[src/rtl/assert_macros.svh]
// assertion macros shared by the rtl files
// no dependencies
`ifndef ASSERT_MACROS_SVH
`define ASSERT_MACROS_SVH

// checked on every rising clock edge outside reset
`define LMCPR_ASSERT(label, clk, rst, prop, msg) \
   label: assert property (@(posedge clk) disable iff (rst) prop) else $error(msg);

// checked on every rising clock edge, reset included
`define LMCPR_ASSERT_ALWAYS(label, clk, prop, msg) \
   label: assert property (@(posedge clk) prop) else $error(msg);

`endif

[src/rtl/lmcpr_pkg.sv]
// types, colors, font and arithmetic helpers of the led matrix clock pixel renderer
// no dependencies
package lmcpr_pkg;

   typedef struct packed {
      logic [7:0]        strip_position;
      logic signed [7:0] temp_whole;
      logic [7:0]        air_level;
      logic [4:0]        hours;
      logic [5:0]        minutes;
      logic [5:0]        seconds;
   } req_beat_type;

   typedef struct packed {
      logic [7:0] position_out;
      logic [7:0] red;
      logic [7:0] green;
      logic [7:0] blue;
   } rsp_beat_type;

   typedef struct packed {
      logic [7:0] red;
      logic [7:0] green;
      logic [7:0] blue;
   } rgb_type;

   typedef struct packed {
      logic [7:0] position;
      rgb_type    color;
   } pixel_type;

   localparam logic [7:0] BRIGHTNESS_RESET = 8'd5;

   localparam rgb_type COLOR_OFF    = '{red: 8'd0,   green: 8'd0,   blue: 8'd0};
   localparam rgb_type COLOR_DECOR  = '{red: 8'd0,   green: 8'd0,   blue: 8'd30};
   localparam rgb_type COLOR_GREEN  = '{red: 8'd0,   green: 8'd255, blue: 8'd0};
   localparam rgb_type COLOR_YELLOW = '{red: 8'd255, green: 8'd255, blue: 8'd0};
   localparam rgb_type COLOR_ORANGE = '{red: 8'd255, green: 8'd128, blue: 8'd0};
   localparam rgb_type COLOR_RED    = '{red: 8'd255, green: 8'd0,   blue: 8'd0};
   localparam rgb_type COLOR_COLD   = '{red: 8'd0,   green: 8'd100, blue: 8'd255};
   localparam rgb_type COLOR_MILD   = '{red: 8'd200, green: 8'd255, blue: 8'd200};
   localparam rgb_type COLOR_TIME   = '{red: 8'd200, green: 8'd200, blue: 8'd255};
   localparam rgb_type COLOR_WHITE  = '{red: 8'd255, green: 8'd255, blue: 8'd255};

   localparam int unsigned FONT_DIGITS = 10;
   localparam int unsigned FONT_ROWS   = 7;

   // bit 2 is the left column of the glyph
   localparam logic [2:0] FONT [FONT_DIGITS][FONT_ROWS] = '{
      '{3'd7, 3'd5, 3'd5, 3'd5, 3'd5, 3'd5, 3'd7},
      '{3'd1, 3'd1, 3'd1, 3'd1, 3'd1, 3'd1, 3'd1},
      '{3'd7, 3'd1, 3'd1, 3'd7, 3'd4, 3'd4, 3'd7},
      '{3'd7, 3'd1, 3'd1, 3'd7, 3'd1, 3'd1, 3'd7},
      '{3'd5, 3'd5, 3'd5, 3'd7, 3'd1, 3'd1, 3'd1},
      '{3'd7, 3'd4, 3'd4, 3'd7, 3'd1, 3'd1, 3'd7},
      '{3'd7, 3'd4, 3'd4, 3'd7, 3'd5, 3'd5, 3'd7},
      '{3'd7, 3'd1, 3'd1, 3'd1, 3'd1, 3'd1, 3'd1},
      '{3'd7, 3'd5, 3'd5, 3'd7, 3'd5, 3'd5, 3'd7},
      '{3'd7, 3'd5, 3'd5, 3'd7, 3'd1, 3'd1, 3'd7}
   };

   // glyph row for matrix rows 1 to 7, blank for row 0 and for digits above 9
   function automatic logic [2:0] font_row(input logic [3:0] digit, input logic [2:0] row);
      logic [2:0] bits;
      bits = 3'd0;
      if (digit <= 4'd9 && row != 3'd0) begin
         bits = FONT[digit][row - 3'd1];
      end
      return bits;
   endfunction

   // exact floor(v / 10) for any 8 bit value
   function automatic logic [4:0] div10(input logic [7:0] v);
      logic [15:0] prod;
      prod = 16'(v) * 16'd205;
      return prod[15:11];
   endfunction

   // exact floor(x / 255) for any product of two 8 bit values
   function automatic logic [7:0] div255(input logic [15:0] x);
      logic [16:0] sum;
      sum = 17'(x) + 17'(x[15:8]) + 17'd1;
      return sum[15:8];
   endfunction

endpackage

[src/rtl/lmcpr_glyph.sv]
// decode and font stages: strip position and readings to unscaled pixel color
// depends on lmcpr_pkg and assert_macros.svh
`include "assert_macros.svh"

module lmcpr_glyph import lmcpr_pkg::*; (
   input  logic         clock,
   input  logic         reset,
   input  logic         in_valid,
   output logic         in_ready,
   input  req_beat_type in_beat,
   output logic         out_valid,
   input  logic         out_ready,
   output pixel_type    out_pixel
);

   localparam logic [4:0] COL_AIR      = 5'd2;
   localparam logic [4:0] COL_TENS     = 5'd6;
   localparam logic [4:0] COL_ONES     = 5'd10;
   localparam logic [4:0] COL_HOUR_HI  = 5'd15;
   localparam logic [4:0] COL_HOUR_LO  = 5'd19;
   localparam logic [4:0] COL_COLON    = 5'd22;
   localparam logic [4:0] COL_MIN_HI   = 5'd23;
   localparam logic [4:0] COL_MIN_LO   = 5'd27;
   localparam logic [4:0] GLYPH_SPAN   = 5'd2;

   typedef struct packed {
      logic [7:0] pos;
      logic [4:0] col;
      logic [2:0] row;
      logic [3:0] air_digit;
      rgb_type    air_color;
      logic [7:0] temp_mag;
      logic       temp_neg;
      logic [3:0] temp_q;
      rgb_type    temp_color;
      logic [4:0] hours;
      logic [1:0] hours_q;
      logic [5:0] minutes;
      logic [2:0] minutes_q;
      logic       sec_even;
   } stage1_type;

   stage1_type s1_in, s1_ff;
   logic       s1_valid_ff;
   pixel_type  s2_in, s2_ff;
   logic       s2_valid_ff;
   logic       ready1, ready2;

   assign ready2   = !s2_valid_ff || out_ready;
   assign ready1   = !s1_valid_ff || ready2;
   assign in_ready = ready1;

   // stage 1: geometry, magnitudes, quotients and reading colors
   always_comb begin
      logic signed [7:0] t;
      t               = in_beat.temp_whole;
      s1_in.pos       = in_beat.strip_position;
      s1_in.col       = in_beat.strip_position[7:3];
      s1_in.row       = in_beat.strip_position[3] ? ~in_beat.strip_position[2:0]
                                                   : in_beat.strip_position[2:0];
      s1_in.air_digit = (in_beat.air_level > 8'd9) ? 4'd9 : in_beat.air_level[3:0];
      priority if (in_beat.air_level <= 8'd2) begin
         s1_in.air_color = COLOR_GREEN;
      end else if (in_beat.air_level == 8'd3) begin
         s1_in.air_color = COLOR_YELLOW;
      end else if (in_beat.air_level == 8'd4) begin
         s1_in.air_color = COLOR_ORANGE;
      end else begin
         s1_in.air_color = COLOR_RED;
      end
      s1_in.temp_neg = t[7];
      s1_in.temp_mag = t[7] ? 8'(-t) : 8'(t);
      s1_in.temp_q   = 4'(div10(s1_in.temp_mag));
      priority if (t < 8'sd10) begin
         s1_in.temp_color = COLOR_COLD;
      end else if (t <= 8'sd30) begin
         s1_in.temp_color = COLOR_MILD;
      end else begin
         s1_in.temp_color = COLOR_ORANGE;
      end
      s1_in.hours     = in_beat.hours;
      s1_in.hours_q   = 2'(div10(8'(in_beat.hours)));
      s1_in.minutes   = in_beat.minutes;
      s1_in.minutes_q = 3'(div10(8'(in_beat.minutes)));
      s1_in.sec_even  = !in_beat.seconds[0];
   end

   always_ff @(posedge clock) begin
      if (reset) begin
         s1_valid_ff <= 1'b0;
      end else if (ready1) begin
         s1_valid_ff <= in_valid;
      end
   end

   always_ff @(posedge clock) begin
      if (ready1 && in_valid) begin
         s1_ff <= s1_in;
      end
   end

   // stage 2: digit select, font lookup and color
   always_comb begin
      logic [3:0] temp_r, tens_mag, hours_r, minutes_r, digit;
      logic [1:0] offset;
      logic       tens_draw, ones_draw, draw, decor;
      logic [2:0] bits;
      rgb_type    hue;
      temp_r    = 4'(s1_ff.temp_mag - 8'(s1_ff.temp_q) * 8'd10);
      tens_mag  = (s1_ff.temp_q >= 4'd10) ? s1_ff.temp_q - 4'd10 : s1_ff.temp_q;
      tens_draw = !(s1_ff.temp_neg && tens_mag != 4'd0);
      ones_draw = !(s1_ff.temp_neg && temp_r != 4'd0);
      hours_r   = 4'(s1_ff.hours - 5'(s1_ff.hours_q) * 5'd10);
      minutes_r = 4'(s1_ff.minutes - 6'(s1_ff.minutes_q) * 6'd10);
      digit     = 4'd0;
      offset    = 2'd0;
      draw      = 1'b0;
      hue       = COLOR_OFF;
      decor     = (s1_ff.col == 5'd0) || (s1_ff.col == 5'd1) || (s1_ff.col == 5'd5) ||
                  (s1_ff.col == 5'd13) || (s1_ff.col == 5'd14) ||
                  (s1_ff.col == 5'd30) || (s1_ff.col == 5'd31);
      s2_in.position = s1_ff.pos;
      s2_in.color    = COLOR_OFF;
      priority if (s1_ff.row == 3'd0) begin
         if (decor) begin
            s2_in.color = COLOR_DECOR;
         end
      end else if (s1_ff.col >= COL_AIR && s1_ff.col <= COL_AIR + GLYPH_SPAN) begin
         digit  = s1_ff.air_digit;
         offset = 2'(s1_ff.col - COL_AIR);
         draw   = 1'b1;
         hue    = s1_ff.air_color;
      end else if (s1_ff.col >= COL_TENS && s1_ff.col <= COL_TENS + GLYPH_SPAN) begin
         digit  = tens_mag;
         offset = 2'(s1_ff.col - COL_TENS);
         draw   = tens_draw;
         hue    = s1_ff.temp_color;
      end else if (s1_ff.col >= COL_ONES && s1_ff.col <= COL_ONES + GLYPH_SPAN) begin
         digit  = temp_r;
         offset = 2'(s1_ff.col - COL_ONES);
         draw   = ones_draw;
         hue    = s1_ff.temp_color;
      end else if (s1_ff.col == COL_COLON) begin
         if (s1_ff.sec_even && (s1_ff.row == 3'd2 || s1_ff.row == 3'd4)) begin
            s2_in.color = COLOR_WHITE;
         end
      end else if (s1_ff.col >= COL_HOUR_HI && s1_ff.col <= COL_HOUR_HI + GLYPH_SPAN) begin
         digit  = 4'(s1_ff.hours_q);
         offset = 2'(s1_ff.col - COL_HOUR_HI);
         draw   = 1'b1;
         hue    = COLOR_TIME;
      end else if (s1_ff.col >= COL_HOUR_LO && s1_ff.col <= COL_HOUR_LO + GLYPH_SPAN) begin
         digit  = hours_r;
         offset = 2'(s1_ff.col - COL_HOUR_LO);
         draw   = 1'b1;
         hue    = COLOR_TIME;
      end else if (s1_ff.col >= COL_MIN_HI && s1_ff.col <= COL_MIN_HI + GLYPH_SPAN) begin
         digit  = 4'(s1_ff.minutes_q);
         offset = 2'(s1_ff.col - COL_MIN_HI);
         draw   = 1'b1;
         hue    = COLOR_TIME;
      end else if (s1_ff.col >= COL_MIN_LO && s1_ff.col <= COL_MIN_LO + GLYPH_SPAN) begin
         digit  = minutes_r;
         offset = 2'(s1_ff.col - COL_MIN_LO);
         draw   = 1'b1;
         hue    = COLOR_TIME;
      end else begin
         draw = 1'b0;
      end
      bits = font_row(digit, s1_ff.row);
      if (draw && bits[2'd2 - offset]) begin
         s2_in.color = hue;
      end
   end

   always_ff @(posedge clock) begin
      if (reset) begin
         s2_valid_ff <= 1'b0;
      end else if (ready2) begin
         s2_valid_ff <= s1_valid_ff;
      end
   end

   always_ff @(posedge clock) begin
      if (ready2 && s1_valid_ff) begin
         s2_ff <= s2_in;
      end
   end

   assign out_valid = s2_valid_ff;
   assign out_pixel = s2_ff;

   `LMCPR_ASSERT(a_glyph_advance, clock, reset, s1_valid_ff && ready2 |=> s2_valid_ff && (s2_ff.position == $past(s1_ff.pos)), "stage 1 beat lost on the way to stage 2")
   `LMCPR_ASSERT(a_glyph_hold, clock, reset, s1_valid_ff && !ready2 |=> s1_valid_ff && $stable(s1_ff), "stalled stage 1 beat changed")

endmodule

[src/rtl/led_matrix_clock_pixel_renderer_unit.sv]
// led matrix clock pixel renderer, top level
// depends on lmcpr_pkg, lmcpr_glyph and assert_macros.svh
//
// Gives the color of one LED of an 8x32 serpentine clock matrix per beat: a new
// position and set of readings is taken every clock unless the result side stalls,
// and its color passes four register stages (column and quotient decode, font
// lookup and color select, brightness multiply, divide by 255). Stalls on the result
// side hold the pipeline without losing beats; bubbles pass through. Brightness
// resets to 5; the user must write it through the csr port while idle (unenforced).
`include "assert_macros.svh"

module led_matrix_clock_pixel_renderer_unit import lmcpr_pkg::*; (
   input  logic         clock,
   input  logic         reset,
   input  logic         req_valid,
   output logic         req_stall,
   input  req_beat_type req_beat,
   output logic         rsp_valid,
   input  logic         rsp_stall,
   output rsp_beat_type rsp_beat,
   input  logic         csr_wr_en,
   input  logic [7:0]   csr_wr_data
);

   logic [7:0]   brightness_ff;
   logic         in_ready;
   logic         px_valid;
   pixel_type    px;
   logic         ready3, ready4;
   logic         s3_valid_ff;
   logic [7:0]   s3_pos_ff;
   logic [15:0]  s3_red_ff, s3_green_ff, s3_blue_ff;
   logic [15:0]  s3_red_in, s3_green_in, s3_blue_in;
   logic         rsp_valid_ff;
   rsp_beat_type rsp_beat_ff, rsp_beat_in;

   always_ff @(posedge clock) begin
      if (reset) begin
         brightness_ff <= BRIGHTNESS_RESET;
      end else if (csr_wr_en) begin
         brightness_ff <= csr_wr_data;
      end
   end

   assign ready4    = !rsp_valid_ff || !rsp_stall;
   assign ready3    = !s3_valid_ff || ready4;
   assign req_stall = !in_ready;

   lmcpr_glyph u_glyph (
      .clock     (clock),
      .reset     (reset),
      .in_valid  (req_valid),
      .in_ready  (in_ready),
      .in_beat   (req_beat),
      .out_valid (px_valid),
      .out_ready (ready3),
      .out_pixel (px)
   );

   // stage 3: brightness multiply
   assign s3_red_in   = 16'(px.color.red) * 16'(brightness_ff);
   assign s3_green_in = 16'(px.color.green) * 16'(brightness_ff);
   assign s3_blue_in  = 16'(px.color.blue) * 16'(brightness_ff);

   always_ff @(posedge clock) begin
      if (reset) begin
         s3_valid_ff <= 1'b0;
      end else if (ready3) begin
         s3_valid_ff <= px_valid;
      end
   end

   always_ff @(posedge clock) begin
      if (ready3 && px_valid) begin
         s3_pos_ff   <= px.position;
         s3_red_ff   <= s3_red_in;
         s3_green_ff <= s3_green_in;
         s3_blue_ff  <= s3_blue_in;
      end
   end

   // stage 4: divide by 255 into the output register
   always_comb begin
      rsp_beat_in.position_out = s3_pos_ff;
      rsp_beat_in.red          = div255(s3_red_ff);
      rsp_beat_in.green        = div255(s3_green_ff);
      rsp_beat_in.blue         = div255(s3_blue_ff);
   end

   always_ff @(posedge clock) begin
      if (reset) begin
         rsp_valid_ff <= 1'b0;
      end else if (ready4) begin
         rsp_valid_ff <= s3_valid_ff;
      end
   end

   always_ff @(posedge clock) begin
      if (ready4 && s3_valid_ff) begin
         rsp_beat_ff <= rsp_beat_in;
      end
   end

   assign rsp_valid = rsp_valid_ff;
   assign rsp_beat  = rsp_beat_ff;

   `LMCPR_ASSERT(a_scale_hold, clock, reset, s3_valid_ff && !ready4 |=> s3_valid_ff && $stable(s3_pos_ff), "stalled product stage beat changed")
   `LMCPR_ASSERT(a_scale_advance, clock, reset, s3_valid_ff && ready4 |=> rsp_valid && (rsp_beat.position_out == $past(s3_pos_ff)), "product stage beat lost on the way out")
   `LMCPR_ASSERT_ALWAYS(a_reset_empty, clock, reset |=> !rsp_valid && !s3_valid_ff, "pipeline not empty after reset")

endmodule
[config.mk]
export PLATFORM = sky130hd
export DESIGN_NAME = led_matrix_clock_pixel_renderer_unit
export DESIGN_NICKNAME = d
export VERILOG_FILES = /design/src/rtl/lmcpr_pkg.sv /design/src/rtl/lmcpr_glyph.sv /design/src/rtl/led_matrix_clock_pixel_renderer_unit.sv
export VERILOG_INCLUDE_DIRS = /design/src /design/src/rtl
export SDC_FILE = /design/constraint.sdc
export NUM_CORES = 1
export LEC_CHECK = 0
export BUFFER_PORTS_ARGS = -buffer_cell sky130_fd_sc_hd__buf_2
export CAP_MARGIN = 20
export CORE_UTILIZATION = 29
export CTS_CLUSTER_SIZE = 28
export DETAILED_ROUTE_END_ITERATION = 6
export PLACE_DENSITY_LB_ADDON = 0.08
export SLEW_MARGIN = 40
export SYNTH_ARGS = -nofsm -noshare
export SYNTH_HDL_FRONTEND = slang
export SYNTH_HIERARCHICAL = 1
export SYNTH_SLANG_ARGS = --single-unit
[constraint.sdc]
create_clock -name clock -period 12.1 [get_ports clock]
set_clock_uncertainty 0.05 [all_clocks]
set_input_delay 1.815 -clock clock [delete_from_list [all_inputs] [get_ports clock]]
set_output_delay 1.815 -clock clock [all_outputs]
set_load 0.02 [all_outputs]
### Word-level counts from Yosys, hierarchy flattened

Memory sizes are Yosys's and may differ from the RTL's.
Cells that the tools add are included.

| word-level totals | value |
|---|---|
| memory bits (read-only) | 336 |
| memories | 1 |
| output and inout bits | 34 |
| word-level logic and storage cells | 202 |
| input bits | 54 |
| flip-flop bits (word level) | 223 |

| operators by class | value |
|---|---|
| equal/unequal tests | 11 |
| $mul | 9 |
| multiplexer cells | 58 |
| add/subtract/negate cells | 20 |
| order comparisons | 23 |
| reductions and logical operators | 42 |
| bitwise gates (word level) | 3 |

Memories:

| memory | words | bits a word | rd ports | clocked after memory_dff | write ports | line | source |
|---|---|---|---|---|---|---|---|
| (no name shown) | 16 | 21 | 1 | 0 | 0 | lmcpr_pkg.sv:67 | `bits = FONT[digit][row - 3'd1];` |

Operators with widths:

| cell | count |
|---|---|
| 24-bit two-way mux | 17 |
| 16-bit by 1-bit adder with 16-bit output (second input constant) | 3 |
| 16-bit by 8-bit adder with 16-bit output | 3 |
| 8-bit by 8-bit multiplier with 16-bit output | 3 |
| 21-bit two-way mux | 2 |
| 4-bit two-way mux | 10 |
| 22-bit two-way mux | 1 |
| 5-bit greater-or-equal comparator (second input constant) | 4 |
| 5-bit <= comparator (second input constant) | 4 |
| 2-bit two-way mux | 9 |
| 1-bit logical AND | 16 |
| 16-bit two-way mux | 1 |
| 5-bit == test (second input constant) | 3 |
| 8-bit by 8-bit multiplier with 15-bit output (second input constant) | 1 |
| 6-bit by 8-bit multiplier with 14-bit output (second input constant) | 1 |
| 2-bit subtractor (second input constant) | 7 |
| 5-bit by 8-bit multiplier with 13-bit output (second input constant) | 1 |
| 3-bit two-way mux | 4 |
| 4-bit subtractor | 3 |
| 1-bit logical OR | 11 |
| 5-bit by 4-bit == test with 1-bit output (second input constant) | 2 |
| 5-bit by 4-bit greater-or-equal comparator with 1-bit output (second input constant) | 2 |
| 5-bit by 4-bit <= comparator with 1-bit output (second input constant) | 2 |
| 1-bit two-way mux | 10 |
| 36 further kinds | 46 |

### Longest topological paths before layout

| depth | value |
|---|---|
| depth in word-level cells | 23 |
| gate-level depth with buffers | 19 |
| depth with buffers taken out | 19 |

### By module

Netlist, hierarchy kept.

Modules (own cells, without submodules):

| module | cells an instance | instances | area each (um2) |
|---|---|---|---|
| led_matrix_clock_pixel_renderer_unit | 984 | 1 | 10223.6 |
| lmcpr_glyph | 591 | 1 | 6082.1 |

### Least setup slack after synthesis

Ideal clock, no wire load.

| path | value |
|---|---|
| kind | in2reg |
| start point | input req_beat[29] (netlist name) |
| end point | register u_glyph/s1_ff[44] (netlist name) (data pin) |
| stages | 16 |
| buffers on the path | 0 |
| arrival | 5482 ps |
| setup slack | 6308 ps |
| cell sequence | or3_1 nor3_1 nand2b_1 xnor2_1 ha_1 fa_1 inv_1 fa_1 inv_1 fa_1 ha_1 a21oi_1 o21ai_0 a211o_1 a21oi_1 xnor2_1 |

RTL lines:

| item | line | source |
|---|---|---|
| start: declaration | led_matrix_clock_pixel_renderer_unit.sv:17 | `input req_beat_type req_beat,` |
| end signal: assignment | lmcpr_glyph.sv:98 | `s1_ff <= s1_in;` |
| end: declaration | lmcpr_glyph.sv:43 | `stage1_type s1_in, s1_ff;` |

==> run metrics <==
outcome=complete, no violations; DR pass1 iterations=5; R2R setup slack=6.85 ns; VDD IR-drop max=114 µV; Ant. Diodes=0; WP data arrival=5.94 ns; RSZ-0062 raised after global routing=false; initial drt markers=400; most numerous cell in the Yosys netlist=inv_1; crit end category=flop; setup slack after layout=6.34 ns; Post-CTS Setup Inserts=0; Cell Area, Synth=16300 µm²; max-cap violations=0; Vias/cell=4.56; Crit Path Category=in -> reg; post-CTS resize count=0; area occupied by multi-input gates=10300 µm²; Synth area leader=edfxtp_1; Max Slew Vio Count=0; clock-pin slew on the worst setup and hold paths=0.07 ns; hold path cells=0; r2r worst-path depth=14; largest net degree at the start of global routing=57; CTS Root Cell=clkbuf_16; Sinks on Clock Net=165; Async SR Flop Fraction=0; Final period util=0.476; critical path capture point=u_glyph/s1_ff[44]$_DFFE_PP_; hold slack=0.370 ns; # rows=86; Mean Syn Cell Area=10.4 µm²; crit path time final=5.76 ns; Slew Limit Headroom=0.486; Die H=239 µm; worst r2r src=u_glyph/s1_ff[93]$_DFFE_PP_; DIE WIDTH=239 µm; IO Pins=88; htree depth=4; routability cong.=0.795; gate count of the mapped netlist=1575; Die ar.=57200 µm²; Seq/Total Area, Yosys=0.297; DP Worst Slack=5.72 ns; vias in the first global route=11100; CTS max path bufs=2; PwrDens=99.2 nW/µm²; Detail Placement HPWL=27000 µm; top cell type's share of synthesized area=0.282; core area=55300 µm²; post-DR wirelength/cell=14.5 µm; critical path data required time=12.29 ns; # DRC=0; Pleak=8.56 nW; antenna viol nets, final=0; initial antenna violation count=0; Vias=11000; initial cell density of the core=0.295; Port Buffers=82; Hold Buf Count CTS=0; Crit Path Max Fanout=8; Top FF cell, synth=edfxtp_1; FF/Latch Area=4840 µm²; Routed WL=34800 µm; first-pass GRT wire length=57600 µm; CTS Buf Count=17; crit start category=primary input; final setup fails=0; Overflow after GRT=0; Filler Cells Inserted=5730; Worst-Margin Slew=0.762 ns; Netlist cell types=91; Yosys reg bits=165; Hold Crit Class=reg -> reg; CTS tree=done; Total Routing Usage GR=0.129; Setup TNS=0 ns; later-pin clock latency in the skew report=0.49 ns; Synth-to-Final Area Change=11.3%; reg2reg end=u_glyph/out_pixel[15]$_DFFE_PP_; Peak Freq=174 MHz; Post-Syn Nets=1989; Post-synth top cells=inv_1 (253), ha_1 (230), and2_1 (162); Hold Vio Cnt, Final=0; Synth area leaders=edfxtp_1 (28%), ha_1 (18%), fa_1 (16%), and2_1 (6.2%), inv_1 (5.8%); crit path launch=req_beat[25]; Post-layout nets=2057; EDFF count, synth=153; synth warn=6; share of layout cells above drive strength 1=0.0960
-- final cells by class --
cell class,instances,area share
Timing Repair Buffer,93,0.0280
Sequential cell,165,0.267
Inverter,253,0.0523
Tap cell,748,0.0516
Clock buffer,17,0.0234
Multi-Input combinational cell,1113,0.568
Clock inverter,15,0.00959
-- flip-flops by register name, indices dropped and copies added, names as in the netlist --
signal,count
s3_blue_ff,16
s3_red_ff,16
brightness_ff,8
u_glyph/out_pixel,19
s3_green_ff,16
s3_valid_ff,1
rsp_beat,32
s3_pos_ff,8
u_glyph/out_valid,1
u_glyph/s1_ff,46
u_glyph/s1_valid_ff,1
rsp_valid,1
-- worst min-delay path by stage --
stage / end / slack (ns) / start
6_report: s3_pos_ff[1]$_DFFE_PP_ / 0.37 / u_glyph/out_pixel[25]$_DFFE_PP_
5_1_grt: s3_pos_ff[7]$_DFFE_PP_ / 0.38 / u_glyph/out_pixel[31]$_DFFE_PP_
4_1_cts: s3_pos_ff[7]$_DFFE_PP_ / 0.37 / u_glyph/out_pixel[31]$_DFFE_PP_
3_5_place_dp: s3_pos_ff[1]$_DFFE_PP_ / 0.35 / u_glyph/out_pixel[25]$_DFFE_PP_
3_3_place_gp: u_glyph/out_pixel[25]$_DFFE_PP_ / 0.35 / u_glyph/s1_ff[91]$_DFFE_PP_
2_1_floorplan: rsp_beat[24]$_DFFE_PP_ / 0.35 / s3_pos_ff[0]$_DFFE_PP_
-- worst max-delay path, stage by stage --
cell and delay (ns):
buf_2 0.18, inv_1 0.07, ha_1 0.23, nand2b_1 0.16, xnor2_1 0.37, ha_1 0.35, fa_1 0.57, inv_1 0.06
fa_1 0.53, inv_1 0.05, fa_1 0.41, ha_1 0.30, a21oi_1 0.13, o21ai_0 0.13, a211o_1 0.31, a21oi_1 0.18
xnor2_1 0.08
-- where the power goes --
group	leakage, nW	internal (W)	total (W)	switching (W)
Combinational	6.71	0.000224	0.000521	0.000297
Sequential	1.56	0.000669	0.000712	0.0000428
Clock	0.292	0.000295	0.000567	0.000272
Total	8.56	0.00119	0.00180	0.000612
-- per-stage QoR --
step           total power, W  instances  cell area [µm²]  utilization
3_3_place_gp          0.00125       2369            17500        0.316
4_1_cts               0.00184       2402            18100        0.328
5_1_grt               0.00194       2404            18100        0.328
2_1_floorplan         0.00111       1575            16300            -
6_report              0.00180       2404            18100        0.328
3_5_place_dp          0.00125       2370            17500        0.317
-- cells in the final DEF, fill, tap and decap left out, types with 8 or more instances in the layout --
cell type | netlist | final
inv_1 | 253 | 253
xor2_1 | 24 | 24
a21oi_1 | 48 | 48
a21o_1 | 19 | 19
o21ai_0 | 40 | 40
o211ai_1 | 10 | 10
ha_1 | 230 | 230
nor2_1 | 69 | 69
nor2b_1 | 15 | 14
o21ai_1 | 14 | 14
clkbuf_16 | 0 | 17
and2_1 | 162 | 160
nand2_1 | 81 | 81
fa_1 | 130 | 130
xnor2_1 | 55 | 55
dfxtp_1 | 12 | 9
a211oi_1 | 11 | 11
edfxtp_1 | 153 | 153
o21bai_1 | 8 | 8
nand3_1 | 25 | 25
nor3_1 | 16 | 16
buf_2 | 6 | 82
nand2b_1 | 12 | 12
and3_1 | 11 | 11
mux2i_1 | 8 | 8
-- routing by layer --
layer | track usage | wire (µm) | vias up
li1 | - | - | 5463
met4 | 0.0402 | 556 | 0
met2 | 0.214 | 16500 | 129
met3 | 0.0264 | 975 | 26
met1 | 0.169 | 16800 | 5352
met5 | 0 | 0 | -
-- cells by family after synthesis --
| family | synth area share |
|---|---|
| AND/OR/NAND/NOR | 0.144 |
| adder cells (fa/ha/maj) | 0.337 |
| buffers and inverters | 0.0730 |
| AO/OA/AOI/OAI | 0.101 |
| flip-flops | 0.297 |
| XOR/XNOR | 0.0439 |
| multiplexers | 0.00491 |
(Power assumes the default switching activity.)
